<file path="config.mk">
export PLATFORM = sky130hd
export DESIGN_NAME = lfc_back
export DESIGN_NICKNAME = d
export VERILOG_FILES = /design/src/hdl/lfc_pkg.sv /design/src/hdl/lfc_back.sv
export VERILOG_INCLUDE_DIRS = /design/src /design/src/hdl
export SDC_FILE = /design/constraint.sdc
export NUM_CORES = 1
export LEC_CHECK = 0
export ABC_CLOCK_PERIOD_IN_PS = 7830
export BUFFER_PORTS_ARGS = -buffer_cell sky130_fd_sc_hd__buf_2
export CORE_MARGIN = 4
export CORE_UTILIZATION = 45
export CTS_BUF_LIST = sky130_fd_sc_hd__clkbuf_4 sky130_fd_sc_hd__clkbuf_8
export CTS_CLUSTER_DIAMETER = 80
export CTS_CLUSTER_SIZE = 30
export DETAILED_ROUTE_END_ITERATION = 8
export GPL_ROUTABILITY_DRIVEN = 1
export PLACE_DENSITY = 0.63
export SLEW_MARGIN = 20
export SYNTH_ARGS = -nofsm -noshare
export SYNTH_HDL_FRONTEND = slang
export SYNTH_SLANG_ARGS = --single-unit
</file>
<file path="constraint.sdc">
create_clock -name clk -period 7.83 [get_ports clk]
set_clock_uncertainty 0.1 [all_clocks]
set_input_delay 0.3915 -clock clk [delete_from_list [all_inputs] [get_ports clk]]
set_output_delay 0.3915 -clock clk [all_outputs]
set_load 0.02 [all_outputs]
</file>
<file path="src/hdl/log_frame_checker_macros.svh">
// assertion macros shared by the log frame checker modules
`ifndef LOG_FRAME_CHECKER_MACROS_SVH
`define LOG_FRAME_CHECKER_MACROS_SVH

`ifndef SYNTH
// same-cycle implication, disabled while in reset
`define LFC_ASSERT_IMPL(label, clk, rst, ante, cons) \
  label: assert property (@(posedge clk) disable iff (rst) (ante) |-> (cons)) \
    else $error("lfc assertion failed");
// next-cycle implication, disabled while in reset
`define LFC_ASSERT_NEXT(label, clk, rst, ante, cons) \
  label: assert property (@(posedge clk) disable iff (rst) (ante) |=> (cons)) \
    else $error("lfc assertion failed");
`else
`define LFC_ASSERT_IMPL(label, clk, rst, ante, cons)
`define LFC_ASSERT_NEXT(label, clk, rst, ante, cons)
`endif

`endif

</file>
<file path="src/hdl/lfc_pkg.sv">
package lfc_pkg;

  localparam int PACKET_BYTES  = 25;
  localparam int HEADER_BYTES  = 12;
  localparam int TRAILER_BYTES = 4;
  localparam int SEEN_W        = 40;
  localparam int OFFSET_W      = 5;
  localparam int QUEUE_DEPTH   = 4;
  localparam int QPTR_W        = $clog2(QUEUE_DEPTH);
  localparam int QCNT_W        = $clog2(QUEUE_DEPTH + 1);

  localparam logic [31:0] FNV_START = 32'h811C_9DC5;
  localparam logic [31:0] FNV_MULT  = 32'h0100_0193;
  localparam logic [SEEN_W-1:0] SEEN_MAX = '1;

  localparam logic KIND_PACKET = 1'b0;
  localparam logic KIND_STATUS = 1'b1;

  typedef enum logic [2:0] {
    STAT_OK,
    STAT_SHORT,
    STAT_BAD_SUM,
    STAT_BAD_HDR,
    STAT_BAD_LEN
  } status_t;

  // where the byte leaving the delay line lands
  typedef enum logic [1:0] {
    CLS_MAGIC,
    CLS_VERSION,
    CLS_COUNT,
    CLS_PAYLOAD
  } byte_class_t;

  // one request from the front to the back
  typedef struct packed {
    logic              hash_en;
    byte_class_t       cls;
    logic [1:0]        idx;
    logic [7:0]        data;
    logic              last;
    logic              too_short;
    logic [SEEN_W-1:0] len_m4;
    logic [31:0]       trailer;
  } job_t;

  function automatic logic [7:0] magic_char(input logic [1:0] idx);
    logic [7:0] c;
    unique case (idx)
      2'd0:    c = 8'h49; // I
      2'd1:    c = 8'h53; // S
      2'd2:    c = 8'h43; // C
      default: c = 8'h4C; // L
    endcase
    return c;
  endfunction

endpackage

</file>
<file path="src/hdl/lfc_back.sv">
`include "log_frame_checker_macros.svh"

module lfc_back (
  input  logic          clk,
  input  logic          rst,
  input  logic          q_valid,
  output logic          q_ready,
  input  lfc_pkg::job_t q_job,
  output logic          m_tvalid,
  input  logic          m_tready,
  output logic [47:0]   m_tdata,
  output logic          m_tuser,
  output logic          m_tlast
);
  import lfc_pkg::*;

  typedef enum logic {ST_RUN, ST_STATUS} state_t;

  state_t              state;
  logic [31:0]         running_hash;
  logic                magic_ok;
  logic [31:0]         version_word;
  logic [31:0]         packet_total;
  logic [OFFSET_W-1:0] offset_in_packet;
  logic [31:0]         packet_counter;
  logic                saved_short;
  logic [SEEN_W-1:0]   saved_len_m4;
  logic [31:0]         saved_trailer;

  logic                needs_out;
  logic                out_free;
  logic                pop;
  logic                status_load;
  logic                out_load;
  logic [31:0]         hash_next;
  logic [OFFSET_W:0]   offset_inc;
  logic [SEEN_W-1:0]   want;
  status_t             stat;

  always_comb begin
    needs_out   = q_job.hash_en && (q_job.cls == CLS_PAYLOAD);
    out_free    = !m_tvalid || m_tready;
    pop         = (state == ST_RUN) && q_valid && (!needs_out || out_free);
    status_load = (state == ST_STATUS) && out_free;
    // output register takes a packet byte or the status
    out_load    = (pop && needs_out) || status_load;
    hash_next   = (running_hash ^ {24'd0, q_job.data}) * FNV_MULT;
    offset_inc  = {1'b0, offset_in_packet} + (OFFSET_W+1)'(1);
    want = SEEN_W'(HEADER_BYTES) + {8'd0, packet_total} * SEEN_W'(PACKET_BYTES);
    if (saved_short) begin
      stat = STAT_SHORT;
    end else if (running_hash != saved_trailer) begin
      stat = STAT_BAD_SUM;
    end else if (!magic_ok || version_word != 32'd1) begin
      stat = STAT_BAD_HDR;
    end else if (saved_len_m4 != want) begin
      stat = STAT_BAD_LEN;
    end else begin
      stat = STAT_OK;
    end
  end

  assign q_ready = pop;

  always_ff @(posedge clk) begin
    if (rst) begin
      state            <= ST_RUN;
      m_tvalid         <= 1'b0;
      running_hash     <= FNV_START;
      magic_ok         <= 1'b1;
      version_word     <= '0;
      packet_total     <= '0;
      offset_in_packet <= '0;
      packet_counter   <= '0;
    end else begin
      if (out_load) begin
        m_tvalid <= 1'b1;
      end else if (m_tready) begin
        m_tvalid <= 1'b0;
      end
      unique case (state)
        ST_RUN: begin
          if (pop) begin
            if (q_job.hash_en) begin
              running_hash <= hash_next;
              unique case (q_job.cls)
                CLS_MAGIC: begin
                  if (q_job.data != magic_char(q_job.idx)) magic_ok <= 1'b0;
                end
                CLS_VERSION: version_word[{q_job.idx, 3'b000} +: 8] <= q_job.data;
                CLS_COUNT:   packet_total[{q_job.idx, 3'b000} +: 8] <= q_job.data;
                CLS_PAYLOAD: begin
                  m_tuser  <= KIND_PACKET;
                  m_tlast  <= 1'b0;
                  m_tdata  <= {STAT_OK, offset_in_packet, packet_counter, q_job.data};
                  if (offset_inc >= (OFFSET_W+1)'(PACKET_BYTES)) begin
                    offset_in_packet <= '0;
                    packet_counter   <= packet_counter + 32'd1;
                  end else begin
                    offset_in_packet <= offset_inc[OFFSET_W-1:0];
                  end
                end
              endcase
            end
            if (q_job.last) begin
              state         <= ST_STATUS;
              saved_short   <= q_job.too_short;
              saved_len_m4  <= q_job.len_m4;
              saved_trailer <= q_job.trailer;
            end
          end
        end
        ST_STATUS: begin
          if (status_load) begin
            m_tuser          <= KIND_STATUS;
            m_tlast          <= 1'b1;
            m_tdata          <= {stat, {OFFSET_W{1'b0}}, 32'd0, 8'd0};
            state            <= ST_RUN;
            running_hash     <= FNV_START;
            magic_ok         <= 1'b1;
            version_word     <= '0;
            packet_total     <= '0;
            offset_in_packet <= '0;
            packet_counter   <= '0;
          end
        end
      endcase
    end
  end

  `LFC_ASSERT_IMPL(a_back_hold, clk, rst, state == ST_STATUS, !pop)
  `LFC_ASSERT_NEXT(a_back_end, clk, rst, pop && q_job.last, state == ST_STATUS)
  `LFC_ASSERT_NEXT(a_back_clear, clk, rst, status_load, packet_counter == 32'd0 && offset_in_packet == '0 && magic_ok)

endmodule
</file>
==> metrics.cfg, run 1 <==
[clocking]
cts_resized=0
cts-root-buf=clkbuf_8
htreeDepth=1
clk_pin_slew_ns=0.13
cts_buffer_depth=3
tritoncts=built
clk_latency_ns=0.64
cts.sinks=258
cts_buffers=24

[floorplanning]
start_util=0.454
chipHeight_um=219
io_pins=143
core_um2=44100
die_w_um=219
die-area_um2=48000
fp-row-count=77

[yosys]
synth_cells=2130
ys_top_cells_by_count=332 x inv_1, 294 x ha_1, 152 x nand2_1
synth-seq-cells=258
synth_compound_gate_area_share=0.102
synth.top_cell.area_share=0.184
synth.area.mux_share=0.00562
yosysSeqAreaShare=0.319
yosysWarnings=0
synth.distinct_cells=79
synth_fp_nets=2617
synth_flop_cell=dfxtp_1
synth_area_um2=20000
async_flop_share=0
synth_top_family_by_area=adder cells
synth_area_leaders=ha_1 18%, edfxtp_1 18%, dfxtp_1 14%, fa_1 10%, inv_1 6.2%
synth_edf_count=122
avgSynthCellArea_um2=9.41
synthSimpleGateAreaFrac=0.144
synth_most_common_cell=inv_1
synthXorXnorAreaFrac=0.0699
synthAdderAreaFrac=0.285
post-synth-top-area-cell=ha_1

[timing]
hold_viol_final=0
final.period_utilization=0.801
slew_headroom=0.232
worst_slew_pin_slew_ns=1.15
setup_tns_ns=0
fin_crit_ns=6.27
final-max-slew-violation-count=0
rsz0062_at_grt=false
timing.fmax_mhz=159
setup_viol=0

[routing]
wl_per_cell_um=17.8
routed_wl_um=52300
drtAntennaViolNets=0
drt-initial-drc-count=1027
drc=0
viasPerCell=5.27
via_count=15500
first_pass_iters=5

[finish]
nets=2814
area_growth_pct=13.6
final_cell_area_um2=22800
drive_gt1_frac=0.0959
utilization=0.516

[grt]
grt_max_degree=89
grt_use_total=0.220
first_global_vias=15900
grt_pass1_wl_um=84700
grt_overflow=0
grt_antenna_before_repair=1

[worst_setup_path]
arrival_ns=6.66
r2r_start=running_hash[5]$_SDFFE_PP0P_
worstSetupEndpointType=flop
crit_required_ns=8.22
start_kind=flop
startpoint=running_hash[5]$_SDFFE_PP0P_
critPathKind=flop to flop
worstPathMaxFanout=6

[flow_run]
cap_violations=0

[placed_design]
buffer_ports.inserted=142
post_dp_cell_area_um2=21400
routabilityCongestion=0.928
hpwlAfterDp_um=40100

[worst_hold_path]
worstHoldPathType=input pin to flop
min_from=q_job[80]

[outcome]
status=complete, no violations

[repair_timing]
action | 4_1_cts | 5_1_grt
buffers inserted | 0 | 0
hold buffers | 76 | 0
hold endpoints to repair | 75 | 0
[stage by stage]
step                worst slack (ns)  hold WS [ns]  instances
floorplan                       1.89         0.324       2130
global placement                1.44         0.339       2816
detailed placement              1.30         0.348       2816
CTS                             1.61       0.00156       2936
global route                    1.26        0.0159       2937
finish                          1.56        0.0436       2938
[sequential cells by signal (all words and copies together), names as in the netlist]
register and cells:
m_tdata 48, m_tlast 1, m_tvalid 1, magic_ok 1, offset_in_packet 5, packet_counter 32, packet_total 32, running_hash 32
saved_len_m4 40, saved_short 1, saved_trailer 32, state 1, version_word 32
[cells by family (layout without fill, tap and decap cells)]
kind of cell | Yosys count | in the layout
adders and majority gates | 396 | 396
DFF | 258 | 258
and+or+nand+nor | 588 | 588
xor gates and xnor gates | 160 | 160
muxes | 10 | 10
buffers and inverters | 391 | 606
other | 0 | 1
AOI/OAI and AO/OA | 327 | 327
[critical path: stages, from the launching register on]
cell and delay [ns]:
dfxtp_1 0.42, xor2_1 0.41, ha_1 0.31, ha_1 0.29, fa_1 0.49, ha_1 0.22, fa_1 0.48, ha_1 0.29
inv_1 0.05, fa_1 0.54, inv_1 0.04, ha_1 0.38, a21o_1 0.19, a21oi_1 0.14, o22ai_1 0.12, a211oi_1 0.69
o311ai_1 0.27, o21ai_0 0.31, o21ai_1 0.14, xnor2_1 0.18, a31oi_1 0.09
[placed cells by master (no fill, tap or decap), types with 7 or more instances in the layout]
cell	instances
ha_1	294
and3_1	11
o22ai_1	7
xor2_1	95
edfxtp_1	122
inv_1	332
nor4_1	22
o21ai_1	15
nand2_1	152
or3_1	14
o211ai_1	10
a21oi_1	146
dfxtp_1	135
nor2_1	124
mux2i_1	9
xnor2_1	65
o21a_1	15
o21ai_0	34
nand3_1	110
a31oi_1	11
nor3_1	20
a21o_1	17
o31ai_1	7
nand2b_1	11
nand4_1	25
clkbuf_8	24
fa_1	102
nor2b_1	55
dlygate4sd3_1	76
buf_2	142
buf_4	11
and2_1	10
a211oi_1	9
[layout make-up]
type	count	area, µm²
fillers	4156	21400
multi-input cells	1481	12200
flip-flops and latches	258	6390
repair buffers	230	1580
inverters	332	1250
well taps	592	741
clock buffers	24	330
clock inverters	20	279
diodes	1	2.50
[metal layers]
metal / global-route usage / vias up / wire [µm] / share of wire
li1: - / 7629 / - / -
met1: 0.289 / 7367 / 22800 / 0.44
met2: 0.375 / 384 / 24900 / 0.48
met3: 0.0267 / 89 / 2550 / 0.049
met4: 0.0777 / 0 / 2000 / 0.038
met5: 0 / - / 0 / 0
[worst paths after layout]
| check | to | slack, ns | cells past startpoint |
|---|---|---|---|
| min | version_word[6]$_SDFFE_PP0P_ | 0.04 | 3 |
| min reg2reg | version_word[21]$_SDFFE_PP0P_ | 0.36 | 2 |
| max reg2reg | running_hash[31]$_SDFFE_PP1P_ | 1.56 | 20 |
| max | running_hash[31]$_SDFFE_PP1P_ | 1.56 | 20 |
Power of run 1 is not shown: default switching activity piles up to over one toggle a cycle in this logic, so the estimate is an artifact.
==> run 2: changes to the inputs <==
ABC_AREA = 1   (was not set)
ABC_CLOCK_PERIOD_IN_PS = 6300   (was 7830)
clock period = 6.3 ns   (was 7.83 ns; I/O delays follow)
==> metrics.cfg, run 2 <==
[grt]
grt-busiest-layer=met2  ; unchanged
first_global_vias=17800  ; was 15900
grt_use_met1=0.344  ; was 0.289
grt.met3_usage=0.0411  ; was 0.0267
grt_max_degree=66  ; was 89
grt_use_total=0.231  ; was 0.220
grt_overflow=0  ; unchanged
grt_pass1_wl_um=94100  ; was 84700 µm
grt_antenna_before_repair=0  ; was 1
use_met2=0.355  ; was 0.375

[worst_setup_path]
worstSetupEndpointType=flop  ; unchanged
worstPathMaxFanout=5  ; was 6
start_kind=flop  ; unchanged
crit_required_ns=6.67  ; was 8.22 ns
critPathKind=flop to flop  ; unchanged
arrival_ns=5.94  ; was 6.66 ns

[yosys]
synth_area_leaders=ha_1 17%, edfxtp_1 17%, dfxtp_1 13%, fa_1 9.5%, inv_1 9.3%  ; was ha_1 18%, edfxtp_1 18%, dfxtp_1 14%, fa_1 10%, inv_1 6.2%
synth.top_cell.area_share=0.172  ; was 0.184
synth_cells=2642  ; was 2130
avgSynthCellArea_um2=8.10  ; was 9.41 µm²
synth_fp_nets=3129  ; was 2617
post-synth-top-area-cell=ha_1  ; unchanged
ys_top_cells_by_count=530 x inv_1, 470 x nand2_1, 294 x ha_1  ; was 332 x inv_1, 294 x ha_1, 152 x nand2_1
synth.distinct_cells=57  ; was 79
synth_area_um2=21400  ; was 20000 µm²
async_flop_share=0  ; unchanged
synth_edf_count=122  ; unchanged
synth_most_common_cell=inv_1  ; unchanged
yosysWarnings=0  ; unchanged
synth_flop_cell=dfxtp_1  ; unchanged
yosysSeqAreaShare=0.298  ; was 0.319
synth-seq-cells=258  ; unchanged

[finish]
final_cell_mix=530 x inv_1, 470 x nand2_1, 294 x ha_1  ; was 332 x inv_1, 294 x ha_1, 152 x nand2_1
largest_register=m_tdata  ; unchanged
drive_gt1_frac=0.0984  ; was 0.0959
reg.largest.list=m_tdata x48, saved_len_m4 x40  ; unchanged
antennaDiodeCount=0  ; was 1
largest_reg_flops=48  ; unchanged
final_cell_area_um2=24200  ; was 22800 µm²
final_common_cell=inv_1  ; unchanged
nets=3347  ; was 2814
final_cells=3483  ; was 2938
area_growth_pct=12.8  ; was 13.6%

[flow_run]
cap_violations=0  ; unchanged

[timing]
timing.fmax_mhz=180  ; was 159 MHz
rsz0062_at_grt=false  ; unchanged
final.period_utilization=0.884  ; was 0.801
final-max-slew-violation-count=0  ; unchanged
setup_viol=0  ; unchanged
slew_headroom=0.261  ; was 0.232
fin_crit_ns=5.57  ; was 6.27 ns
worst_slew_pin_slew_ns=1.10  ; was 1.15 ns
setup_tns_ns=0  ; unchanged
hold_viol_final=0  ; unchanged

[placed_design]
routabilityCongestion=0.928  ; about the same
placedCellCount=3364  ; was 2816
buffer_ports.inserted=142  ; unchanged
hpwlAfterDp_um=46900  ; was 40100 µm
post_dp_cell_area_um2=22800  ; was 21400 µm²

[floorplanning]
die-area_um2=51100  ; was 48000 µm²
chipHeight_um=226  ; was 219 µm
start_util=0.458  ; was 0.454
die_w_um=226  ; was 219 µm
io_pins=143  ; unchanged
fp-row-count=79  ; was 77
core_um2=46800  ; was 44100 µm²

[routing]
first_pass_iters=6  ; was 5
drt-initial-drc-count=1405  ; was 1027
drc=0  ; unchanged
via_count=17900  ; was 15500
drtAntennaViolNets=0  ; unchanged
viasPerCell=5.14  ; was 5.27
routed_wl_um=58800  ; was 52300 µm
wl_per_cell_um=16.9  ; was 17.8 µm

[clocking]
cts_buffers=22  ; was 24
cts_setup_buffers=0  ; unchanged
htreeDepth=1  ; unchanged
clk_latency_ns=0.62  ; was 0.64 ns
tritoncts=built  ; unchanged
cts_buffer_depth=3  ; unchanged
cts-root-buf=clkbuf_8  ; unchanged
clk_pin_slew_ns=0.14  ; was 0.13 ns
cts.sinks=258  ; unchanged

[outcome]
status=complete, no violations  ; unchanged

[worst_hold_path]
worstHoldPathType=input pin to flop  ; unchanged

## run 2: area by class of cell
cell class / count / area [µm²]
clock buffers: 24 / 324
clock inverters: 16 / 233
fillers: 4508 / 22600
inverters: 547 / 2060
multi-input cells: 1795 / 12800
flip-flops and latches: 258 / 6390
well taps: 607 / 759
repair buffers: 236 / 1620
## run 2: logic make-up (layout without fill, tap and decap cells)
family,after synthesis,count (layout),share of synthesized area
buf+inv,589,823,0.106
simple gates,958,958,0.197
xor+xnor,115,115,0.0477
fa+ha+maj,396,396,0.267
flops,258,258,0.298
compound gates,326,326,0.0837
## run 2: per-layer routing
metal | share of wire | vias up
met5 | 0 | -
met1 | 0.49 | 8446
met2 | 0.42 | 478
met4 | 0.020 | 0
met3 | 0.070 | 54
li1 | - | 8922
## run 2: path summary, 6_finish.rpt
path                                  from                       endpoint  slack (ns)  cells past startpoint
max           running_hash[3]$_SDFFE_PP0P_  running_hash[31]$_SDFFE_PP1P_        0.73                     23
min                              q_job[74]   running_hash[0]$_SDFFE_PP1P_        0.08                      5
max reg2reg   running_hash[3]$_SDFFE_PP0P_  running_hash[31]$_SDFFE_PP1P_        0.73                     23
min reg2reg  version_word[10]$_SDFFE_PP0P_  version_word[10]$_SDFFE_PP0P_        0.37                      2
## run 2: worst max-delay path, stage by stage, from the launching register on
cell,delay [ns]
dfxtp_1,0.44
xor2_1,0.48
ha_1,0.34
ha_1,0.30
fa_1,0.49
ha_1,0.22
fa_1,0.48
ha_1,0.29
inv_1,0.05
fa_1,0.52
inv_1,0.04
ha_1,0.33
nand2_1,0.12
nor2_1,0.14
nor3b_2,0.20
nand3_1,0.10
nand3_1,0.16
nand2_1,0.10
nand2_1,0.15
nand2_1,0.10
nand2_1,0.07
nand3_1,0.06
nand3_1,0.09
nand3_1,0.07
## run 2: per-stage QoR
step	utilization	setup slack, ns	hold slack [ns]
6_report	0.517	0.731	0.0835
5_1_grt	0.517	0.294	0.0534
4_1_cts	0.516	0.780	0.0264
3_5_place_dp	0.488	0.723	0.346
3_3_place_gp	0.488	0.785	0.340
2_1_floorplan	-	1.36	0.314
## run 2: what timing repair did
item | in CTS | in global routing
resized for setup | 0 | 0
hold buffers | 78 | 0
hold endpoints to repair | 78 | 0
Power of run 2 is left out for the same reason.
==> run 3: changes to the inputs <==
ABC_CLOCK_PERIOD_IN_PS = 6310   (was 6300)
clock period = 6.31 ns   (was 6.3 ns; I/O delays follow)
==> metrics.cfg, run 3 (same netlist as run 2, synthesis figures left out) <==
[outcome]
status=complete, no violations  ; unchanged

[routing]
first_pass_iters=5  ; was 6
viasPerCell=5.19  ; was 5.14
wl_per_cell_um=16.9  ; about the same
drt-initial-drc-count=1267  ; was 1405
routed_wl_um=58700  ; was 58800 µm
via_count=18000  ; was 17900
drc=0  ; unchanged
drtAntennaViolNets=0  ; unchanged

[flow_run]
cap_violations=0  ; unchanged

[timing]
slew_headroom=0.287  ; was 0.261
final-max-slew-violation-count=0  ; unchanged
final.period_utilization=0.900  ; was 0.884
setup_tns_ns=0  ; unchanged
worst_slew_pin_slew_ns=1.06  ; was 1.10 ns
layout_setup_ws_ns=0.629  ; was 0.731 ns
rsz0062_at_grt=false  ; unchanged
setup_viol=0  ; unchanged
timing.fmax_mhz=176  ; was 180 MHz
hold_viol_final=0  ; unchanged
fin_crit_ns=5.68  ; was 5.57 ns

[floorplanning]
fp-row-count=79  ; unchanged
core_um2=46800  ; unchanged
die_w_um=226  ; unchanged
die-area_um2=51100  ; unchanged
chipHeight_um=226  ; unchanged
io_pins=143  ; unchanged
start_util=0.458  ; unchanged

[worst_setup_path]
path_common_cell=nand3_1
arrival_ns=6.13  ; was 5.94 ns
crit_slowest_cell=xor2_1  ; was fa_1
rrSetupSlack_ns=0.63  ; was 0.73 ns
worstPathMaxFanout=6  ; was 5
worstSetupEndpointType=flop  ; unchanged
start_kind=flop  ; unchanged
crit_family=adder cells  ; unchanged
crit_path_max_incr_delay_ns=0.57  ; was 0.52 ns
critPathKind=flop to flop  ; unchanged
worstPathBufferInverterCount=3  ; was 2
crit_required_ns=6.75  ; was 6.67 ns
crit_chain=xor2_1, ha_1, ha_1, fa_1, ha_1, fa_1, ha_1, inv_1, fa_1, inv_1, ha_1, nand2_1, inv_1, nand3_1, nor3_1, nand3_1, nand3_1, nand2_1, nand2_1, nand2_1, nand2_1, nand3_1, nand3_1, nand3_1  ; was xor2_1, ha_1, ha_1, fa_1, ha_1, fa_1, ha_1, inv_1, fa_1, inv_1, ha_1, nand2_1, nor2_1, nor3b_2, nand3_1, nand3_1, nand2_1, nand2_1, nand2_1, nand2_1, nand3_1, nand3_1, nand3_1

[finish]
final_common_cell=inv_1  ; unchanged
multi_input_area_um2=12800  ; unchanged
final_cell_mix=530 x inv_1, 470 x nand2_1, 294 x ha_1  ; unchanged
area_growth_pct=13.0  ; was 12.8%
seqCellArea_um2=6390  ; unchanged
nets=3342  ; was 3347
drive_gt1_frac=0.0968  ; was 0.0984
reg.largest.list=m_tdata x48, saved_len_m4 x40  ; unchanged
final_cells=3478  ; was 3483
largest_reg_flops=48  ; unchanged
largest_register=m_tdata  ; unchanged
antennaDiodeCount=0  ; unchanged
fill_cells=4487  ; was 4508

[clocking]
tritoncts=built  ; unchanged
clk_latency_ns=0.67  ; was 0.62 ns
clk_pin_slew_ns=0.14  ; about the same
cts_setup_buffers=0  ; unchanged
cts_buffer_depth=3  ; unchanged
htreeDepth=1  ; unchanged
cts_buffers=22  ; unchanged
cts.sinks=258  ; unchanged
cts-root-buf=clkbuf_8  ; unchanged

[grt]
grt_pass1_wl_um=94000  ; was 94100 µm
grt_overflow=0  ; unchanged
grt_antenna_before_repair=3  ; was 0
grt_use_total=0.230  ; was 0.231
grt_max_degree=66  ; unchanged
first_global_vias=17800  ; about the same

[placed_design]
routabilityCongestion=0.949  ; was 0.928
buffer_ports.inserted=142  ; unchanged
pre_cts_ws_ns=0.702  ; was 0.723 ns
hpwlAfterDp_um=47200  ; was 46900 µm
placedCellCount=3360  ; was 3364

[worst_hold_path]
worstHoldPathType=input pin to flop  ; unchanged

[run 3: changes by cell type in the layout (fill, tap and decap cells not counted), sizes merged]
cell,change
buf,-5
bufinv,+1
clkbuf,-1
[run 3: per-stage QoR]
step           instance area [µm²]   util  hold WS [ns]
3_3_place_gp                 22800  0.487         0.341
2_1_floorplan                21400      -         0.314
5_1_grt                      24200  0.517        0.0355
3_5_place_dp                 22800  0.487         0.349
6_report                     24200  0.517        0.0535
4_1_cts                      24200  0.517        0.0201
[run 3: timing repair]
action	in CTS	in global routing
hold buffers	78	0
endpoints found under the hold margin	86	0
resized for setup	0	0
[run 3: final timing paths]
kind                                                    from                         endpoint  depth (start not counted)
worst max-delay path            running_hash[6]$_SDFFE_PP1P_    running_hash[31]$_SDFFE_PP1P_                         24
worst min-delay path                                     rst  packet_counter[22]$_SDFFE_PP0P_                          2
worst max register to register  running_hash[6]$_SDFFE_PP1P_    running_hash[31]$_SDFFE_PP1P_                         24
worst min register to register  version_word[8]$_SDFFE_PP0P_     version_word[8]$_SDFFE_PP0P_                          2
[run 3: final cells by class]
| type | instances | area share |
|---|---|---|
| Multi-Input combinational cell | 1795 | 0.528 |
| Clock buffer | 23 | 0.0131 |
| Sequential cell | 258 | 0.264 |
| Clock inverter | 17 | 0.0137 |
| Timing Repair Buffer | 231 | 0.0651 |
| Inverter | 547 | 0.0850 |
| Tap cell | 607 | 0.0314 |
[run 3: layer usage]
layer / global-route usage / share of wire
met3: 0.0372 / 0.067
met4: 0.0475 / 0.021
met1: 0.343 / 0.48
met2: 0.356 / 0.43
met5: 0 / 0.00034
Power of run 3 is left out for the same reason.
